[config.mk]
export PLATFORM = sky130hd
export DESIGN_NAME = uart_header_pingpong_page_receiver
export DESIGN_NICKNAME = d
export VERILOG_FILES = /design/src/urx_pkg.sv /design/src/urx_core.sv /design/src/uart_header_pingpong_page_receiver.sv
export SDC_FILE = /design/constraint.sdc
export NUM_CORES = 1
export LEC_CHECK = 0
export ABC_AREA = 1
export BUFFER_PORTS_ARGS = -buffer_cell sky130_fd_sc_hd__buf_2
export CORE_MARGIN = 10
export CORE_UTILIZATION = 50
export CTS_CLUSTER_SIZE = 24
export DETAILED_ROUTE_END_ITERATION = 10
export PLACE_DENSITY = 0.76
export SYNTH_ARGS = -nofsm -noshare
export SYNTH_HDL_FRONTEND = slang
export SYNTH_SLANG_ARGS = --single-unit
[constraint.sdc]
create_clock -name clk -period 3.38 [get_ports clk]
set_clock_uncertainty 0.05 [all_clocks]
set_input_delay 0.169 -clock clk [delete_from_list [all_inputs] [get_ports clk]]
set_output_delay 0.169 -clock clk [all_outputs]
set_load 0.03 [all_outputs]
[src/urx_pkg.sv]
// shared types and constants for the uart header ping-pong page receiver
`timescale 1ns / 1ps

package urx_pkg;

    localparam int PAGE_BYTES_DEF   = 256;
    localparam int HEADER_BYTES_DEF = 3;

    localparam logic [15:0] PAGE_MAX = 16'hFFFF;
    localparam logic [23:0] LEN_MAX  = 24'hFF_FFFF;

    // request kinds on the input channel
    localparam logic FUNC_BYTE = 1'b0;
    localparam logic FUNC_IDLE = 1'b1;

    typedef struct packed {
        logic       func;
        logic [7:0] rx_byte;
    } urx_item_t;

    typedef struct packed {
        logic        write_en;
        logic        write_bank;
        logic [7:0]  write_offset;
        logic [7:0]  write_byte;
        logic        header_done;
        logic [7:0]  command;
        logic [15:0] header_args;
        logic        page_ready;
        logic        ready_bank;
        logic        file_done;
        logic [15:0] file_pages;
        logic [23:0] file_bytes;
    } urx_result_t;

endpackage

[src/urx_core.sv]
// receiver state and the single-pass result logic for one request
`timescale 1ns / 1ps

module urx_core
    import urx_pkg::*;
#(
    parameter int PAGE_BYTES   = PAGE_BYTES_DEF,
    parameter int HEADER_BYTES = HEADER_BYTES_DEF
)
(
    input  logic        clk,
    input  logic        rst_n,
    input  logic        step,
    input  urx_item_t   item,
    output urx_result_t res
);

    localparam int CNT_W = (PAGE_BYTES > 1) ? $clog2(PAGE_BYTES) : 1;
    localparam logic [CNT_W-1:0] CNT_LAST = CNT_W'(PAGE_BYTES - 1);
    localparam logic [1:0] HDR_LEN  = 2'(HEADER_BYTES);
    localparam logic [1:0] HDR_LAST = 2'(HEADER_BYTES - 1);
    localparam logic [24:0] PAGE_STEP = 25'(PAGE_BYTES);

    logic [1:0]       header_count_reg, header_count_next;
    logic [7:0]       header_bytes_reg [2];
    logic [7:0]       header_bytes_next [2];
    logic             bank_select_reg, bank_select_next;
    logic [CNT_W-1:0] byte_count_reg, byte_count_next;
    logic [15:0]      page_count_reg, page_count_next;
    logic [23:0]      page_len_reg, page_len_next;
    logic             idle_armed_reg, idle_armed_next;

    logic [15:0] page_inc;
    logic [24:0] page_len_sum;
    logic [23:0] page_len_inc;
    logic [24:0] file_len_sum;
    logic [7:0]  h0, h1, h2;

    always_comb
    begin
        page_inc     = (page_count_reg == PAGE_MAX) ? PAGE_MAX : page_count_reg + 16'd1;
        page_len_sum = {1'b0, page_len_reg} + PAGE_STEP;
        // page_len tracks page_count * PAGE_BYTES, frozen once page_count saturates
        if (page_count_reg == PAGE_MAX)
            page_len_inc = page_len_reg;
        else if (page_len_sum > {1'b0, LEN_MAX})
            page_len_inc = LEN_MAX;
        else
            page_len_inc = page_len_sum[23:0];
        file_len_sum = {1'b0, page_len_reg} + 25'(byte_count_reg);

        h0 = (HEADER_BYTES >= 2) ? header_bytes_reg[0] : item.rx_byte;
        if (HEADER_BYTES >= 3)
            h1 = header_bytes_reg[1];
        else
            h1 = (HEADER_BYTES == 2) ? item.rx_byte : 8'd0;
        h2 = (HEADER_BYTES >= 3) ? item.rx_byte : 8'd0;
    end

    always_comb
    begin
        res                  = '0;
        header_count_next    = header_count_reg;
        header_bytes_next[0] = header_bytes_reg[0];
        header_bytes_next[1] = header_bytes_reg[1];
        bank_select_next     = bank_select_reg;
        byte_count_next      = byte_count_reg;
        page_count_next      = page_count_reg;
        page_len_next        = page_len_reg;
        idle_armed_next      = idle_armed_reg;

        if (item.func == FUNC_BYTE)
        begin
            if (header_count_reg < HDR_LEN)
            begin
                if (header_count_reg < 2'd2)
                    header_bytes_next[header_count_reg[0]] = item.rx_byte;
                if (header_count_reg == HDR_LAST)
                begin
                    res.header_done = 1'b1;
                    res.command     = h0;
                    res.header_args = {h1, h2};
                end
                header_count_next = header_count_reg + 2'd1;
            end
            else
            begin
                idle_armed_next  = 1'b1;
                res.write_en     = 1'b1;
                res.write_bank   = bank_select_reg;
                res.write_offset = 8'(byte_count_reg);
                res.write_byte   = item.rx_byte;
                if (byte_count_reg >= CNT_LAST)
                begin
                    page_count_next  = page_inc;
                    page_len_next    = page_len_inc;
                    byte_count_next  = '0;
                    res.page_ready   = 1'b1;
                    res.ready_bank   = bank_select_reg;
                    bank_select_next = ~bank_select_reg;
                end
                else
                begin
                    byte_count_next = byte_count_reg + CNT_W'(1);
                end
            end
        end
        else if (idle_armed_reg)
        begin
            idle_armed_next   = 1'b0;
            res.page_ready    = 1'b1;
            res.ready_bank    = bank_select_reg;
            res.file_done     = 1'b1;
            res.file_pages    = page_inc;
            res.file_bytes    = (file_len_sum > {1'b0, LEN_MAX}) ? LEN_MAX : file_len_sum[23:0];
            byte_count_next   = '0;
            page_count_next   = '0;
            page_len_next     = '0;
            header_count_next = '0;
        end
    end

    always_ff @(posedge clk or negedge rst_n)
    begin
        if (!rst_n)
        begin
            header_count_reg    <= '0;
            header_bytes_reg[0] <= '0;
            header_bytes_reg[1] <= '0;
            bank_select_reg     <= 1'b0;
            byte_count_reg      <= '0;
            page_count_reg      <= '0;
            page_len_reg        <= '0;
            idle_armed_reg      <= 1'b0;
        end
        else if (step)
        begin
            header_count_reg    <= header_count_next;
            header_bytes_reg[0] <= header_bytes_next[0];
            header_bytes_reg[1] <= header_bytes_next[1];
            bank_select_reg     <= bank_select_next;
            byte_count_reg      <= byte_count_next;
            page_count_reg      <= page_count_next;
            page_len_reg        <= page_len_next;
            idle_armed_reg      <= idle_armed_next;
        end
    end

endmodule

[src/uart_header_pingpong_page_receiver.sv]
// top level: input register, receiver core and result register
`timescale 1ns / 1ps

// uart header ping-pong page receiver. each request on the input channel is either a
// received byte (func 0) or a line-idle event (func 1), and each request gives exactly
// one result on the output channel. the first HEADER_BYTES bytes of a transfer form the
// header: the last of them pulses header_done with command and header_args. every later
// byte is a payload byte and comes out as a write (write_en, write_bank, write_offset,
// write_byte) into one of two page buffers; the byte that fills a page also pulses
// page_ready for that bank and the next byte goes to the other bank. an idle event counts
// only after at least one payload byte; it then flags the current bank ready, pulses
// file_done with the page count and byte length (both saturating) and restarts the
// header. throughput is one request per clock while out_ready keeps up; each request
// sits in the input register and its result is offered from the result register, with
// all state updated by one pass of logic between them. while a finished result waits
// for out_ready, the input register takes one more request and then holds in_ready low.
module uart_header_pingpong_page_receiver
    import urx_pkg::*;
#(
    parameter int PAGE_BYTES   = PAGE_BYTES_DEF,
    parameter int HEADER_BYTES = HEADER_BYTES_DEF
)
(
    input  logic        clk,
    input  logic        rst_n,

    input  logic        in_valid,
    output logic        in_ready,
    input  logic        func,
    input  logic [7:0]  rx_byte,

    output logic        out_valid,
    input  logic        out_ready,
    output logic        write_en,
    output logic        write_bank,
    output logic [7:0]  write_offset,
    output logic [7:0]  write_byte,
    output logic        header_done,
    output logic [7:0]  command,
    output logic [15:0] header_args,
    output logic        page_ready,
    output logic        ready_bank,
    output logic        file_done,
    output logic [15:0] file_pages,
    output logic [23:0] file_bytes
);

    // input register stage
    logic        s1_valid_reg, s1_valid_next;
    urx_item_t   s1_item_reg;

    // result register stage
    logic        out_valid_reg, out_valid_next;
    urx_result_t out_res_reg;

    urx_result_t core_res;
    logic        in_fire;
    logic        out_free;
    logic        s1_adv;

    // a request moves on whenever the result register is empty or being drained
    assign out_free = !out_valid_reg || out_ready;
    assign s1_adv   = s1_valid_reg && out_free;
    assign in_ready = !s1_valid_reg || s1_adv;
    assign in_fire  = in_valid && in_ready;

    assign s1_valid_next  = in_fire || (s1_valid_reg && !s1_adv);
    assign out_valid_next = s1_adv || (out_valid_reg && !out_ready);

    always_ff @(posedge clk or negedge rst_n)
    begin
        if (!rst_n)
        begin
            s1_valid_reg  <= 1'b0;
            out_valid_reg <= 1'b0;
        end
        else
        begin
            s1_valid_reg  <= s1_valid_next;
            out_valid_reg <= out_valid_next;
        end
    end

    // payload registers carry no reset
    always_ff @(posedge clk)
    begin
        if (in_fire)
            s1_item_reg <= '{func: func, rx_byte: rx_byte};
        if (s1_adv)
            out_res_reg <= core_res;
    end

    // state advances exactly when a request enters the result register
    urx_core #(
        .PAGE_BYTES   (PAGE_BYTES),
        .HEADER_BYTES (HEADER_BYTES)
    ) u_core (
        .clk   (clk),
        .rst_n (rst_n),
        .step  (s1_adv),
        .item  (s1_item_reg),
        .res   (core_res)
    );

    assign out_valid    = out_valid_reg;
    assign write_en     = out_res_reg.write_en;
    assign write_bank   = out_res_reg.write_bank;
    assign write_offset = out_res_reg.write_offset;
    assign write_byte   = out_res_reg.write_byte;
    assign header_done  = out_res_reg.header_done;
    assign command      = out_res_reg.command;
    assign header_args  = out_res_reg.header_args;
    assign page_ready   = out_res_reg.page_ready;
    assign ready_bank   = out_res_reg.ready_bank;
    assign file_done    = out_res_reg.file_done;
    assign file_pages   = out_res_reg.file_pages;
    assign file_bytes   = out_res_reg.file_bytes;

`ifndef NO_ASSERTIONS
    // an empty result register never stalls the input side
    a_ready_when_empty: assert property (@(posedge clk) disable iff (!rst_n)
        !out_valid_reg |-> in_ready)
        else $error("in_ready low with empty result register");

    // an honored idle event closes the bank and carries no write
    a_file_done_shape: assert property (@(posedge clk) disable iff (!rst_n)
        (out_valid_reg && out_res_reg.file_done) |->
        (out_res_reg.page_ready && !out_res_reg.write_en && !out_res_reg.header_done))
        else $error("file_done result malformed");

    // header results never overlap payload writes or page events
    a_header_excl: assert property (@(posedge clk) disable iff (!rst_n)
        (out_valid_reg && out_res_reg.header_done) |->
        (!out_res_reg.write_en && !out_res_reg.page_ready))
        else $error("header_done overlaps payload activity");

    // a request that entered the result register is offered on the next cycle
    a_adv_offered: assert property (@(posedge clk) disable iff (!rst_n)
        s1_adv |=> out_valid_reg)
        else $error("advanced request not offered");
`endif

endmodule

==> results.yml <==
timing:
  tightest_slew_ns: 0.984
  hold_viol_final: 0
  slew_violations: 0
  max_freq_mhz: 357
  worst_slack_ns: 0.578
  tns_ns: 0
  maxSlewHeadroom_pct: 34.4
  setup_viol: 0
  rsz0062_at_grt: "no"
  fin_crit_sh_pct: 82.9
  period_minus_slack_ns: 2.80
routing:
  viasPerCell: 5.27
  wl_per_cell_um: 15.7
  wirelength_met1_um: 7880
  route.met2.wl_um: 8760
  drtPass1Iterations: 6
  drt_iter0_markers: 492
  wl_met3_um: 1260
  vias: 6162
  detail_route.wirelength_um: 18300
  antenna_left: 0
  route.detailed.drc: 0
  top_layer_used: "met4"
pwr:
  swShare_pct: 33.5
  p_int_w: 0.00403
  clkPwrFrac_pct: 31.0
  p_sw_w: 0.00203
  p_seq_share_pct: 44.0
  power_density_mw_per_mm2: 668
  p_leak_nw: 4.23
  combPwrFrac_pct: 25.0
  ir_drop_mv: 0.427
layout:
  final_cell_mix: "nand2_1, inv_1, nor2_1"
  drive_gt1_share_pct: 17.0
  layout_commonest_cell: "nand2_1"
  fillCellCount: 1263
  nNetsFinal: 999
  largest_register_ffs: 24
  area_delta_synth_final_pct: 18.2
  antenna_cells_inserted: 0
global_route:
  track_usage_pct: 18.0
  grt-ovfl-total: 0
  grt_pass1_vias: 5858
  grt_max_degree: 87
  grt_antenna_before_repair: 0
  grt_pass1_wl_um: 29600
floorplan:
  rows: 45
  die_w_um: 144
  initial_core_util_pct: 50.7
  core-area_mm2: 0.0151
  die_height_um: 144
  dieArea_mm2: 0.0207
  io_pins: 101
synthesis:
  syn_nets: 880
  synthesis.area_mm2: 0.00768
  yosys_warnings: 0
  synth-edff-count: 95
  ys_seq_area_share_pct: 57.7
  ys_seq_elements: 158
  synth_ff_type: "edfxtp_1"
  avgSynthCellArea_um2: 9.02
  ys_types: 37
  syn_inst: 851
  async_flop_share_pct: 39.9
placed_design:
  hpwl_um: 12900
  pre_cts_ws_ns: 0.595
  routabilityCongestion: 0.955
  numPortBuffers: 100
cts:
  clock_sinks: 158
  clock_path_buffers: 2
  clk-insertion-delay-late_ns: 0.44
  cts_root_buf: "clkbuf_16"
  htree_levels: 4
  cts_buffers: 17
  path_clk_slew_ns: 0.06
  tritoncts: "built"
  post_cts_resized: 0
critical_path:
  cp_max_fo: 15
  crit_buf_inv: 2
  required_ns: 3.63
  critPathArrivalTime_ns: 3.05
  cp-end-kind: "register"
  cp_cell_sequence: "ha_1, inv_1, fa_1, o21ai_1, a21oi_1, o21ai_2, nand2_2, nand2_1, o21ai_0, inv_1"
  cp_slowest_stage_delay_ns: 0.54
  rr_worst_depth: 10
  crit_type: "register to register"
  rrSetupSlack_ns: 0.58
  worstReg2RegEnd: "file_bytes[10]$_SDFFCE_PN0P_"
  cp_top_family: "compound AO/OA/AOI/OAI gates"
  worst_path_max_delay_cell: "dfrtp_1"
  cp-start-kind: "register"
  path_common_cell: "inv_1"
  r2r_start: "u_core.page_len_reg[6]$_DFFE_PN0P_"
run_status:
  status: "finished, final reports clean"
hold_path:
  holdCritPathClass: "input port to asynchronous set/reset pin"
flow_run:
  drv_cap: 0
==> cell families (layout without fill, tap and decap cells) <==
family | count (synthesis) | in the layout | share of synthesized area (%)
and+or+nand+nor | 410 | 410 | 22.5
DFF | 158 | 158 | 57.7
buffers and inverters | 142 | 273 | 7.40
AOI/OAI and AO/OA | 107 | 107 | 7.66
xor gates and xnor gates | 18 | 18 | 2.05
adders and majority gates | 16 | 16 | 2.70
==> through the flow <==
step | util (%) | hold WS, ns | power [W] | std cells | instance area [um^2]
floorplan | - | -0.177 | 0.00377 | 851 | 7680
global placement | 55.3 | 0.297 | 0.00414 | 1126 | 8370
detailed placement | 55.3 | 0.299 | 0.00420 | 1126 | 8370
CTS | 59.9 | 0.388 | 0.00608 | 1170 | 9070
global route | 59.9 | 0.398 | 0.00640 | 1170 | 9070
finish | 59.9 | 0.389 | 0.00606 | 1170 | 9070
==> routing by layer <==
metal | vias up | GRT usage (%)
met4 | 0 | 7.25
li1 | 3020 | -
met2 | 194 | 28.5
met1 | 2913 | 23.3
met3 | 35 | 4.22
met5 | - | 0
==> worst register-to-register path: stages (launching register included) <==
cell	delay, ns
dfrtp_1	0.54
ha_1	0.23
inv_1	0.05
fa_1	0.39
o21ai_1	0.26
a21oi_1	0.17
o21ai_2	0.34
nand2_2	0.31
nand2_1	0.15
o21ai_0	0.09
inv_1	0.08
==> how the worst max path moves through the flow <==
stage,start,to,depth (start not counted)
2_1_floorplan,out_valid$_DFF_PN0_,u_core.h1[0]$_DFFE_PN0P_,8
3_3_place_gp,u_core.page_len_reg[6]$_DFFE_PN0P_,file_bytes[10]$_SDFFCE_PN0P_,10
3_5_place_dp,u_core.page_len_reg[6]$_DFFE_PN0P_,file_bytes[10]$_SDFFCE_PN0P_,10
4_1_cts,u_core.page_len_reg[6]$_DFFE_PN0P_,file_bytes[10]$_SDFFCE_PN0P_,10
5_1_grt,u_core.page_len_reg[6]$_DFFE_PN0P_,file_bytes[9]$_SDFFCE_PN0P_,10
6_report,u_core.page_len_reg[6]$_DFFE_PN0P_,file_bytes[10]$_SDFFCE_PN0P_,10
==> synth_stat cells (8+ instances only) <==
cell / number / share of area (%)
nor2_1: 109 / 5.3
nand4_1: 10 / 0.81
dfrtp_1: 63 / 21
clkbuf_1: 11 / 0.54
o21ai_0: 59 / 3.8
nand2_2: 8 / 0.65
nor2_2: 10 / 0.81
ha_1: 15 / 2.4
edfxtp_1: 95 / 37
xor2_1: 17 / 1.9
nand3_1: 50 / 3.3
nand2_1: 203 / 9.9
o22ai_1: 8 / 0.65
inv_1: 116 / 5.7
a21oi_1: 25 / 1.6
nor3_1: 11 / 0.72
==> cell type report <==
cell class / instances / area, um^2 / share of cell area, %
Clock buffer: 22 / 464 / 5.12
Multi-Input combinational cell: 551 / 2680 / 29.6
Sequential cell: 158 / 4430 / 48.8
Tap cell: 188 / 235 / 2.59
Inverter: 123 / 465 / 5.13
Timing Repair Buffer: 119 / 688 / 7.58
Clock inverter: 9 / 110 / 1.21
==> power by group through the flow <==
| stage | sequential, W | clock [W] | combinational, W |
|---|---|---|---|
| 6_report | 0.00267 | 0.00188 | 0.00151 |
| 5_1_grt | 0.00271 | 0.00199 | 0.00170 |
| 4_1_cts | 0.00267 | 0.00190 | 0.00152 |
| 3_5_place_dp | 0.00270 | 0 | 0.00150 |
| 3_3_place_gp | 0.00268 | 0 | 0.00146 |
| 2_1_floorplan | 0.00286 | 0 | 0.000911 |
==> repair_timing <==
action	CTS	global route
hold buffers	13	0
endpoints found under the hold margin	52	0
buffers inserted	0	0
(Power assumes the default switching activity.)
